**config.mk**
```make
export PLATFORM = sky130hd
export DESIGN_NAME = quadtree_lod_select_core_flat
export DESIGN_NICKNAME = d
export VERILOG_FILES = /design/src/rtl/qlod_pkg.sv /design/src/rtl/qlod_stream_if.sv /design/src/rtl/qlod_mul.sv /design/src/rtl/qlod_seq.sv /design/src/rtl/quadtree_lod_select_core.sv /design/src/flat_wrapper.sv
export SDC_FILE = /design/constraint.sdc
export NUM_CORES = 2
export LEC_CHECK = 0
export BUFFER_PORTS_ARGS = -buffer_cell sky130_fd_sc_hd__buf_4
export CAP_MARGIN = 0
export CORE_ASPECT_RATIO = 0.75
export CORE_MARGIN = 2
export CORE_UTILIZATION = 65
export DETAILED_ROUTE_END_ITERATION = 12
export MAX_ROUTING_LAYER = met4
export PLACE_DENSITY = 0.82
export SLEW_MARGIN = 20
export SYNTH_ARGS = -nofsm -noshare
export SYNTH_HDL_FRONTEND = slang
export SYNTH_SLANG_ARGS = --single-unit
```
**constraint.sdc**
```tcl
create_clock -name clk -period 30.1 [get_ports clk]
set_input_delay 3.01 -clock clk [delete_from_list [all_inputs] [get_ports clk]]
set_output_delay 3.01 -clock clk [all_outputs]
set_load 0.05 [all_outputs]
```
**src/rtl/qlod_pkg.sv**
```systemverilog
// Package for the quadtree LOD selection block.
// Types, register codes and helper functions shared by all rtl files.
// No dependencies.
package qlod_pkg;

  localparam int MAX_LEVELS = 4;

  localparam int COORD_W = 25;
  localparam int MAG_W   = 25;
  localparam int PROD_W  = 2 * MAG_W;
  localparam int THR_W   = 48;
  localparam int ACC_W   = 52;
  localparam int SCL_W   = 56;
  localparam int IDX_W   = 7;
  localparam int LVL_W   = 2;

  typedef enum logic [1:0] {
    CFG_LEVEL_COUNT  = 2'd0,
    CFG_TERRAIN_SIZE = 2'd1,
    CFG_MAX_DISTANCE = 2'd2
  } cfg_index_t;

  typedef struct packed {
    logic signed [23:0] view_tx;
    logic signed [23:0] view_ty;
    logic signed [23:0] view_tz;
  } view_t;

  typedef struct packed {
    logic [6:0] node_index;
    logic [1:0] node_level;
    logic       last_node;
  } node_t;

  typedef struct packed {
    logic [2:0]  level_count;
    logic [15:0] terrain_size;
    logic [23:0] max_distance;
  } cfg_t;

  typedef enum logic [3:0] {
    S_IDLE,
    S_THR,
    S_DY,
    S_DYW,
    S_DX,
    S_DZ,
    S_SUM,
    S_CMP,
    S_EMIT,
    S_UP
  } seq_state_t;

  // The walk ends after a node whose path from the root takes the last child at every level.
  function automatic logic is_last(input logic [IDX_W-1:0] idx);
    return (idx == 7'd0) || (idx == 7'd4) || (idx == 7'd20) || (idx == 7'd84);
  endfunction

  function automatic logic [2:0] clamp_levels(input logic [2:0] lc);
    logic [2:0] lim;
    lim = lc;
    if (lc == 3'd0) lim = 3'd1;
    else if (lc > 3'(MAX_LEVELS)) lim = 3'(MAX_LEVELS);
    return lim;
  endfunction

  // Child offset at a level: floor(size / 2^level) world units, in Q16.8.
  function automatic logic [COORD_W-1:0] level_offset(input logic [15:0] size,
                                                     input logic [LVL_W-1:0] lvl);
    logic [15:0] s;
    s = size >> lvl;
    return {1'b0, s, 8'd0};
  endfunction

endpackage

```
**src/rtl/qlod_stream_if.sv**
```systemverilog
// Valid/ready stream interfaces for view input and node output.
// Depends on qlod_pkg for the payload types.
interface qlod_view_if;
  import qlod_pkg::*;
  logic  valid;
  logic  ready;
  view_t data;
  modport source (output valid, output data, input ready);
  modport sink (input valid, input data, output ready);
endinterface

interface qlod_node_if;
  import qlod_pkg::*;
  logic  valid;
  logic  ready;
  node_t data;
  modport source (output valid, output data, input ready);
  modport sink (input valid, input data, output ready);
endinterface

```
**src/rtl/qlod_mul.sv**
```systemverilog
// Shared unsigned multiplier with registered product.
// Depends on qlod_pkg for operand widths.
module qlod_mul (
  input  logic                        clk,
  input  logic [qlod_pkg::MAG_W-1:0]  a,
  input  logic [qlod_pkg::MAG_W-1:0]  b,
  output logic [qlod_pkg::PROD_W-1:0] p
);
  import qlod_pkg::*;

  always_ff @(posedge clk) begin
    p <= PROD_W'(a) * PROD_W'(b);
  end

endmodule

```
**src/rtl/qlod_seq.sv**
```systemverilog
// Walk sequencer: tree traversal, distance accumulation and refine decision.
// Depends on qlod_pkg, qlod_view_if; drives the shared multiplier.
module qlod_seq (
  input  logic                        clk,
  input  logic                        rst,
  input  qlod_pkg::cfg_t              cfg,
  qlod_view_if.sink                   view,
  output logic [qlod_pkg::MAG_W-1:0]  mul_a,
  output logic [qlod_pkg::MAG_W-1:0]  mul_b,
  input  logic [qlod_pkg::PROD_W-1:0] mul_p,
  output logic                        res_valid,
  output qlod_pkg::node_t             res,
  input  logic                        res_ready
);
  import qlod_pkg::*;

  seq_state_t state, state_next;

  logic signed [COORD_W-1:0] cam_x, cam_y, cam_z, nx, nz;
  logic [IDX_W-1:0]          idx;
  logic [LVL_W-1:0]          level;
  logic [THR_W-1:0]          thr;
  logic [THR_W-1:0]          dy2;
  logic [ACC_W-1:0]          acc;

  logic [2:0]                lim;
  logic signed [COORD_W:0]   dx, dz;
  logic [MAG_W-1:0]          dx_mag, dz_mag, dy_mag;
  logic [SCL_W-1:0]          scaled;
  logic                      refine, descend, last;
  logic [LVL_W-1:0]          off_lvl;
  logic [COORD_W-1:0]        off;
  logic [1:0]                digit;
  logic [IDX_W-1:0]          idx_m1;

  assign lim     = clamp_levels(cfg.level_count);
  assign dx      = $signed({cam_x[COORD_W-1], cam_x}) - $signed({nx[COORD_W-1], nx});
  assign dz      = $signed({cam_z[COORD_W-1], cam_z}) - $signed({nz[COORD_W-1], nz});
  assign dx_mag  = dx[COORD_W] ? MAG_W'(-dx) : MAG_W'(dx);
  assign dz_mag  = dz[COORD_W] ? MAG_W'(-dz) : MAG_W'(dz);
  assign dy_mag  = cam_y[COORD_W-1] ? MAG_W'(-cam_y) : MAG_W'(cam_y);
  assign last    = is_last(idx);
  assign idx_m1  = idx - 7'd1;
  assign digit   = idx_m1[1:0];
  assign off_lvl = (state == S_CMP) ? LVL_W'(level + 2'd1) : level;
  assign off     = level_offset(cfg.terrain_size, off_lvl);

  always_comb begin
    case (level)
      2'd0:    scaled = SCL_W'(acc);
      2'd1:    scaled = SCL_W'(acc) << 2;
      2'd2:    scaled = (SCL_W'(acc) << 3) + SCL_W'(acc);
      default: scaled = SCL_W'(acc) << 4;
    endcase
  end

  assign refine  = scaled < SCL_W'(thr);
  assign descend = refine && ((3'(level) + 3'd1) < lim);

  always_comb begin
    state_next = state;
    case (state)
      S_IDLE:  if (view.valid) state_next = S_THR;
      S_THR:   state_next = S_DY;
      S_DY:    state_next = S_DYW;
      S_DYW:   state_next = S_DX;
      S_DX:    state_next = S_DZ;
      S_DZ:    state_next = S_SUM;
      S_SUM:   state_next = S_CMP;
      S_CMP:   state_next = descend ? S_DX : S_EMIT;
      S_EMIT: begin
        if (res_ready) state_next = last ? S_IDLE : S_UP;
      end
      S_UP:    if (digit != 2'd3) state_next = S_DX;
      default: state_next = S_IDLE;
    endcase
  end

  always_comb begin
    view.ready = 1'b0;
    res_valid  = 1'b0;
    mul_a      = '0;
    mul_b      = '0;
    case (state)
      S_IDLE: view.ready = 1'b1;
      S_THR: begin
        mul_a = MAG_W'(cfg.max_distance);
        mul_b = MAG_W'(cfg.max_distance);
      end
      S_DY: begin
        mul_a = dy_mag;
        mul_b = dy_mag;
      end
      S_DX: begin
        mul_a = dx_mag;
        mul_b = dx_mag;
      end
      S_DZ: begin
        mul_a = dz_mag;
        mul_b = dz_mag;
      end
      S_EMIT: res_valid = 1'b1;
      default: ;
    endcase
  end

  assign res.node_index = idx;
  assign res.node_level = level;
  assign res.last_node  = last;

  always_ff @(posedge clk) begin
    if (rst) begin
      state <= S_IDLE;
    end else begin
      state <= state_next;
    end
  end

  always_ff @(posedge clk) begin
    case (state)
      S_IDLE: begin
        cam_x <= COORD_W'(0) - COORD_W'(view.data.view_tx);
        cam_y <= COORD_W'(0) - COORD_W'(view.data.view_ty);
        cam_z <= COORD_W'(0) - COORD_W'(view.data.view_tz);
        nx    <= '0;
        nz    <= '0;
        idx   <= '0;
        level <= '0;
      end
      S_DY:  thr <= mul_p[THR_W-1:0];
      S_DYW: dy2 <= mul_p[THR_W-1:0];
      S_DZ:  acc <= ACC_W'(dy2) + ACC_W'(mul_p);
      S_SUM: acc <= acc + ACC_W'(mul_p);
      S_CMP: begin
        if (descend) begin
          level <= LVL_W'(level + 2'd1);
          idx   <= IDX_W'({idx, 2'b00} + 9'd1);
          nx    <= nx + $signed(off);
          nz    <= nz - $signed(off);
        end
      end
      S_UP: begin
        case (digit)
          2'd0: begin
            idx <= idx + 7'd1;
            nx  <= nx - $signed(off << 1);
          end
          2'd1: begin
            idx <= idx + 7'd1;
            nx  <= nx + $signed(off << 1);
            nz  <= nz + $signed(off << 1);
          end
          2'd2: begin
            idx <= idx + 7'd1;
            nx  <= nx - $signed(off << 1);
          end
          default: begin
            idx   <= {2'b00, idx_m1[IDX_W-1:2]};
            level <= LVL_W'(level - 2'd1);
            nx    <= nx + $signed(off);
            nz    <= nz - $signed(off);
          end
        endcase
      end
      default: ;
    endcase
  end

  a_last_ends_walk: assert property (@(posedge clk) disable iff (rst)
    res_valid && res_ready && res.last_node |=> state == S_IDLE)
    else $error("walk did not end after last node");

  a_level_in_range: assert property (@(posedge clk) disable iff (rst)
    state != S_IDLE |-> (3'(level) < lim))
    else $error("walk level beyond level count");

  a_root_index: assert property (@(posedge clk) disable iff (rst)
    state != S_IDLE && level == 2'd0 |-> idx == '0)
    else $error("root level with nonzero index");

  a_accept_starts: assert property (@(posedge clk) disable iff (rst)
    view.valid && view.ready |=> state == S_THR)
    else $error("transfer did not start a walk");

endmodule

```
**src/rtl/quadtree_lod_select_core.sv**
```systemverilog
// Top level of quadtree LOD selection: config registers, walk sequencer,
// shared multiplier and output register.
// Depends on qlod_pkg, qlod_stream_if, qlod_mul, qlod_seq.
//
//   channel  dir  payload                           transfer
//   view     in   view_tx, view_ty, view_tz         valid & ready
//   lod      out  node_index, node_level, last_node valid & ready
//   cfg      in   cfg_index, cfg_data               cfg_we
//
// After its transfer a view runs the setup steps S_THR, S_DY and S_DYW, which
// square the maximum distance and the height; each visited node then takes
// S_DX, S_DZ, S_SUM and S_CMP, each shown node S_EMIT and each move to a
// sibling or a parent S_UP. The shared multiplier squares the terms one at a time.
// Reset is synchronous and returns to idle with register defaults.
// A stalled output holds the walk in its emit step; view is taken only when idle.
module quadtree_lod_select_core (
  input  logic        clk,
  input  logic        rst,
  qlod_view_if.sink   view,
  qlod_node_if.source lod,
  input  logic        cfg_we,
  input  logic [1:0]  cfg_index,
  input  logic [23:0] cfg_data
);
  import qlod_pkg::*;

  cfg_t              cfg;
  logic [MAG_W-1:0]  mul_a, mul_b;
  logic [PROD_W-1:0] mul_p;
  logic              res_valid, res_ready;
  node_t             res;
  logic              out_valid;
  node_t             out_data;

  always_ff @(posedge clk) begin
    if (rst) begin
      cfg.level_count  <= 3'd4;
      cfg.terrain_size <= 16'd1024;
      cfg.max_distance <= 24'd256000;
    end else if (cfg_we) begin
      case (cfg_index_t'(cfg_index))
        CFG_LEVEL_COUNT:  cfg.level_count  <= cfg_data[2:0];
        CFG_TERRAIN_SIZE: cfg.terrain_size <= cfg_data[15:0];
        CFG_MAX_DISTANCE: cfg.max_distance <= cfg_data;
        default: ;
      endcase
    end
  end

  qlod_mul u_mul (
    .clk (clk),
    .a   (mul_a),
    .b   (mul_b),
    .p   (mul_p)
  );

  qlod_seq u_seq (
    .clk       (clk),
    .rst       (rst),
    .cfg       (cfg),
    .view      (view),
    .mul_a     (mul_a),
    .mul_b     (mul_b),
    .mul_p     (mul_p),
    .res_valid (res_valid),
    .res       (res),
    .res_ready (res_ready)
  );

  assign res_ready = !out_valid || lod.ready;

  always_ff @(posedge clk) begin
    if (rst) begin
      out_valid <= 1'b0;
    end else if (res_ready) begin
      out_valid <= res_valid;
    end
  end

  always_ff @(posedge clk) begin
    if (res_ready && res_valid) begin
      out_data <= res;
    end
  end

  assign lod.valid = out_valid;
  assign lod.data  = out_data;

endmodule
```
**src/flat_wrapper.sv**
```systemverilog
// flat-port wrapper written by rule: the top's interface ports become plain ports
module quadtree_lod_select_core_flat import qlod_pkg::*;
  (clk, rst, cfg_we, cfg_index, cfg_data, view_valid, view_data, view_ready, lod_valid, lod_data, lod_ready);
  qlod_view_if view_i ();
  qlod_node_if lod_i ();
  input  logic clk;
  input  logic rst;
  input  logic cfg_we;
  input  logic [1:0] cfg_index;
  input  logic [23:0] cfg_data;
  input wire logic [$bits(view_i.valid)-1:0] view_valid;
  input wire logic [$bits(view_i.data)-1:0] view_data;
  output wire logic [$bits(view_i.ready)-1:0] view_ready;
  output wire logic [$bits(lod_i.valid)-1:0] lod_valid;
  output wire logic [$bits(lod_i.data)-1:0] lod_data;
  input wire logic [$bits(lod_i.ready)-1:0] lod_ready;
  assign view_i.valid = view_valid;
  assign view_i.data = view_data;
  assign view_ready = view_i.ready;
  assign lod_valid = lod_i.valid;
  assign lod_data = lod_i.data;
  assign lod_i.ready = lod_ready;
  quadtree_lod_select_core u_core (.clk(clk), .rst(rst), .view(view_i), .lod(lod_i), .cfg_we(cfg_we), .cfg_index(cfg_index), .cfg_data(cfg_data));
endmodule
```
==> results.sh <==
export IMPL_outcome="finished clean"
export IMPL_drive_gt1_share_pct=5.67
export IMPL_dieHeight_um=239
export IMPL_synth_edf_count=274
export IMPL_fmax_mhz=84.2
export IMPL_cts_root_buffer="clkbuf_16"
export IMPL_drv_slew=0
export IMPL_crit_path_max_incr_delay_ns=0.66
export IMPL_syn_mean_instance_area_um2=8.93
export IMPL_setup_viol=0
export IMPL_cp_max_fo=24
export IMPL_drt_iter0_markers=4983
export IMPL_htreeDepth=2
export IMPL_insertion_delay_ns=0.62
export IMPL_layout_nets=6459
export IMPL_critPathCaptureType="register"
export IMPL_ys_seq_elements=371
export IMPL_drv_cap=0
export IMPL_finalCritPeriodShare_pct=39.4
export IMPL_cts_tree="built"
export IMPL_clk_pin_slew_ns=0.07
export IMPL_worstMarginPinSlew_ns=1.14
export IMPL_cp_required_ns=30.60
export IMPL_cp_start_kind="register"
export IMPL_slew_headroom_pct=24.3
export IMPL_design_area_um2=51100
export IMPL_rr_startpoint="u_core.u_seq.nx[9]"
export IMPL_yosysUniqueCellTypes=97
export IMPL_rows=86
export IMPL_postPlaceCellArea_um2=49700
export IMPL_synth_simple_area_share_pct=14.0
export IMPL_ff2ff_setup_slack_ns=18.23
export IMPL_synth_compound_gate_area_share_pct=15.8
export IMPL_groute_usage_overall_pct=36.1
export IMPL_routed_wl_um=134000
export IMPL_holdPathStages=2
export IMPL_worstHoldEndpoint="u_core.cfg[22]"
export IMPL_antenna_found_initial=1
export IMPL_holdBufCountCts=0
export IMPL_critPathKind="register to register"
export IMPL_cts_sinks=371
export IMPL_ir_drop_v=0.0000400
export IMPL_p_leak_nw=24.2
export IMPL_startpoint="u_core.u_seq.nx[9]"
export IMPL_yosysSeqAreaShare_pct=21.2
export IMPL_grt_pass1_wl_um=209000
export IMPL_gr_total_overflow=0
export IMPL_cp_data_arrival_time_ns=12.37
export IMPL_drc=0
export IMPL_rsz0062_at_grt="no"
export IMPL_finClkSkew_ns=0.0551
export IMPL_tns_ns=0
export IMPL_synth_largest_area_cell="fa_1"
export IMPL_initial_core_util_pct=65.5
export IMPL_syn2layout_area_growth_pct=6.43
export IMPL_synth_flop_cell="edfxtp_1"
export IMPL_vias_per_cell=6.18
export IMPL_drtPass1Iterations=8
export IMPL_async_reset_ff_share_pct=0
export IMPL_cpMaxStageDelayCell="o21a_1"
export IMPL_synth_mux_area_share_pct=1.70
export IMPL_ios=115
export IMPL_synthCells=5377
export IMPL_yosysWarnings=0
export IMPL_p_per_area_nw_per_um2=56.5
export IMPL_post_route_min_period_ns=11.87
export IMPL_grt_start_max_net_pins=76
export IMPL_gp_congestion=1.05
export IMPL_fp_dieArea_um2=76100
export IMPL_syn_nets=6438
export IMPL_grt_pass1_vias=37800
export IMPL_crit_top_cell="fa_1"
export IMPL_hold_violations=0
export IMPL_r2r_end="u_core.u_mul.p[49]"
export IMPL_routed_via_count=39600
export IMPL_synthTopCellsByArea="fa_1, edfxtp_1, ha_1"
export IMPL_ctsResizeCount=0
export IMPL_detail_route_wl_per_cell_um=20.9
export IMPL_cts_made_buffers=41
export IMPL_post_cts_setup_buffer_count=0
export IMPL_rr_worst_depth=39
export IMPL_io_buffers=114
export IMPL_synthAdderAreaFrac_pct=32.3
export IMPL_synth_top_area_share_pct=19.7
export IMPL_clockBufferDepth=3
export IMPL_hold_start="u_core.cfg[22]"
export IMPL_ant_nets=0
export IMPL_hold_path_class="register to register"
export IMPL_synth_top_family_by_area="adder cells"
export IMPL_synthXorXnorAreaFrac_pct=7.17
export IMPL_syn_cell_area_um2=48000
export IMPL_die_x_um=318
export IMPL_dp_hpwl_um=106000
export IMPL_core_um2=73300
[power by group]
group          internal, mW  leakage, nW  switching [mW]
Clock                 0.290        0.665           0.234
Combinational         0.639         20.1           0.997
Sequential            0.648         3.44          0.0790
[cells in the mapped netlist, types with 10 or more instances]
library cell    n
nor3_1         89
edfxtp_1      274
fa_1          472
nor4_1         23
nand3_1        53
o21ai_0       219
ha_1          486
buf_1          10
and3_1         31
o31ai_1        34
o22ai_1        30
or4_1          18
mux2i_1        60
or2_2          21
and2_1         77
nor2b_1        33
xnor2_1       239
nand3b_1       14
inv_1         801
a211oi_1       32
and4_1         14
a31oi_1        29
a21oi_1       390
xor2_1        154
nor2_1        316
o31a_1         11
buf_2          36
a21boi_0       10
o211ai_1       13
o21a_1         46
nand4_1        47
dfxtp_1        97
a211o_1        12
a222oi_1       35
a221o_1        18
o21bai_1       41
clkbuf_1      125
nand2_1       545
o21ai_1        11
nand2b_1       55
or3_1          45
a21o_1        155
[state kept, by name (all words and copies together), names as in the netlist, 17 cells and up]
signal	cells
u_core.cfg	43
u_core.u_mul.p	49
u_core.u_seq.acc	52
u_core.u_seq.cam_x	25
u_core.u_seq.cam_y	25
u_core.u_seq.cam_z	25
u_core.u_seq.dy2	47
u_core.u_seq.nx	17
u_core.u_seq.nz	17
u_core.u_seq.thr	47
[stage by stage]
stage	worst slack, ns	power (mW)	hold WS (ns)	instances	util [%]
finish	18.23	2.89	0.467	6400	69.8
global route	17.59	3.08	0.478	6399	69.8
CTS	18.54	2.85	0.461	6399	69.8
detailed placement	18.61	2.31	0.451	6323	67.8
global placement	18.84	2.27	0.450	6323	67.8
floorplan	17.78	1.90	0.424	5377	-
[placed cells by master, fill, tap and decap left out, types with 41 or more instances in the layout]
cell,instances
inv_1,800
nand2_1,545
ha_1,485
fa_1,472
a21oi_1,389
nor2_1,315
edfxtp_1,274
xnor2_1,239
o21ai_0,218
a21o_1,155
xor2_1,154
buf_4,154
dfxtp_1,97
nor3_1,86
and2_1,77
mux2i_1,60
nand2b_1,55
nand3_1,52
nand4_1,47
o21a_1,46
or3_1,45
clkbuf_16,44
o21bai_1,41
[kinds of logic after synthesis]
logic type / Yosys count
flip-flops: 371
XOR/XNOR: 393
multiplexers: 73
adder cells (fa/ha/maj): 958
AO/OA/AOI/OAI: 1177
buffers and inverters: 986
AND/OR/NAND/NOR: 1419
[layout make-up]
| class | instances | area [um2] |
|---|---|---|
| clock inverters | 28 | 283 |
| multi-input cells | 4020 | 34100 |
| repair buffers | 154 | 1160 |
| well taps | 968 | 1210 |
| fillers | 5658 | 22200 |
| clock buffers | 48 | 1120 |
| diodes | 1 | 2.50 |
| flip-flops and latches | 371 | 10200 |
| inverters | 810 | 3040 |
[worst max path at each step]
stage | cells past startpoint | endpoint | slack [ns]
after floorplan | 3 | view_ready | 17.78
after global placement | 39 | u_core.u_mul.p[49] | 18.84
after detailed placement | 39 | u_core.u_mul.p[49] | 18.61
after CTS | 39 | u_core.u_mul.p[49] | 18.54
after global routing | 39 | u_core.u_mul.p[49] | 17.59
final | 39 | u_core.u_mul.p[49] | 18.23
[routing by layer]
metal / global-route usage, % / up-vias / wire length (um)
li1: - / 18300 / -
met1: 52.1 / 18800 / 58900
met2: 49.0 / 2230 / 53000
met3: 11.8 / 239 / 18500
met4: 7.98 / 0 / 3310
met5: - / - / 0
[worst max-delay path: cells and delay by family, from the launching register on]
kind / cells / cell delay [ns]
simple gates: 8 / 1.57
compound gates: 12 / 3.61
xor+xnor: 3 / 0.61
flops: 1 / 0.40
fa+ha+maj: 9 / 4.39
buf+inv: 7 / 1.17
No activity file was read; power rests on OpenSTA's default activity.
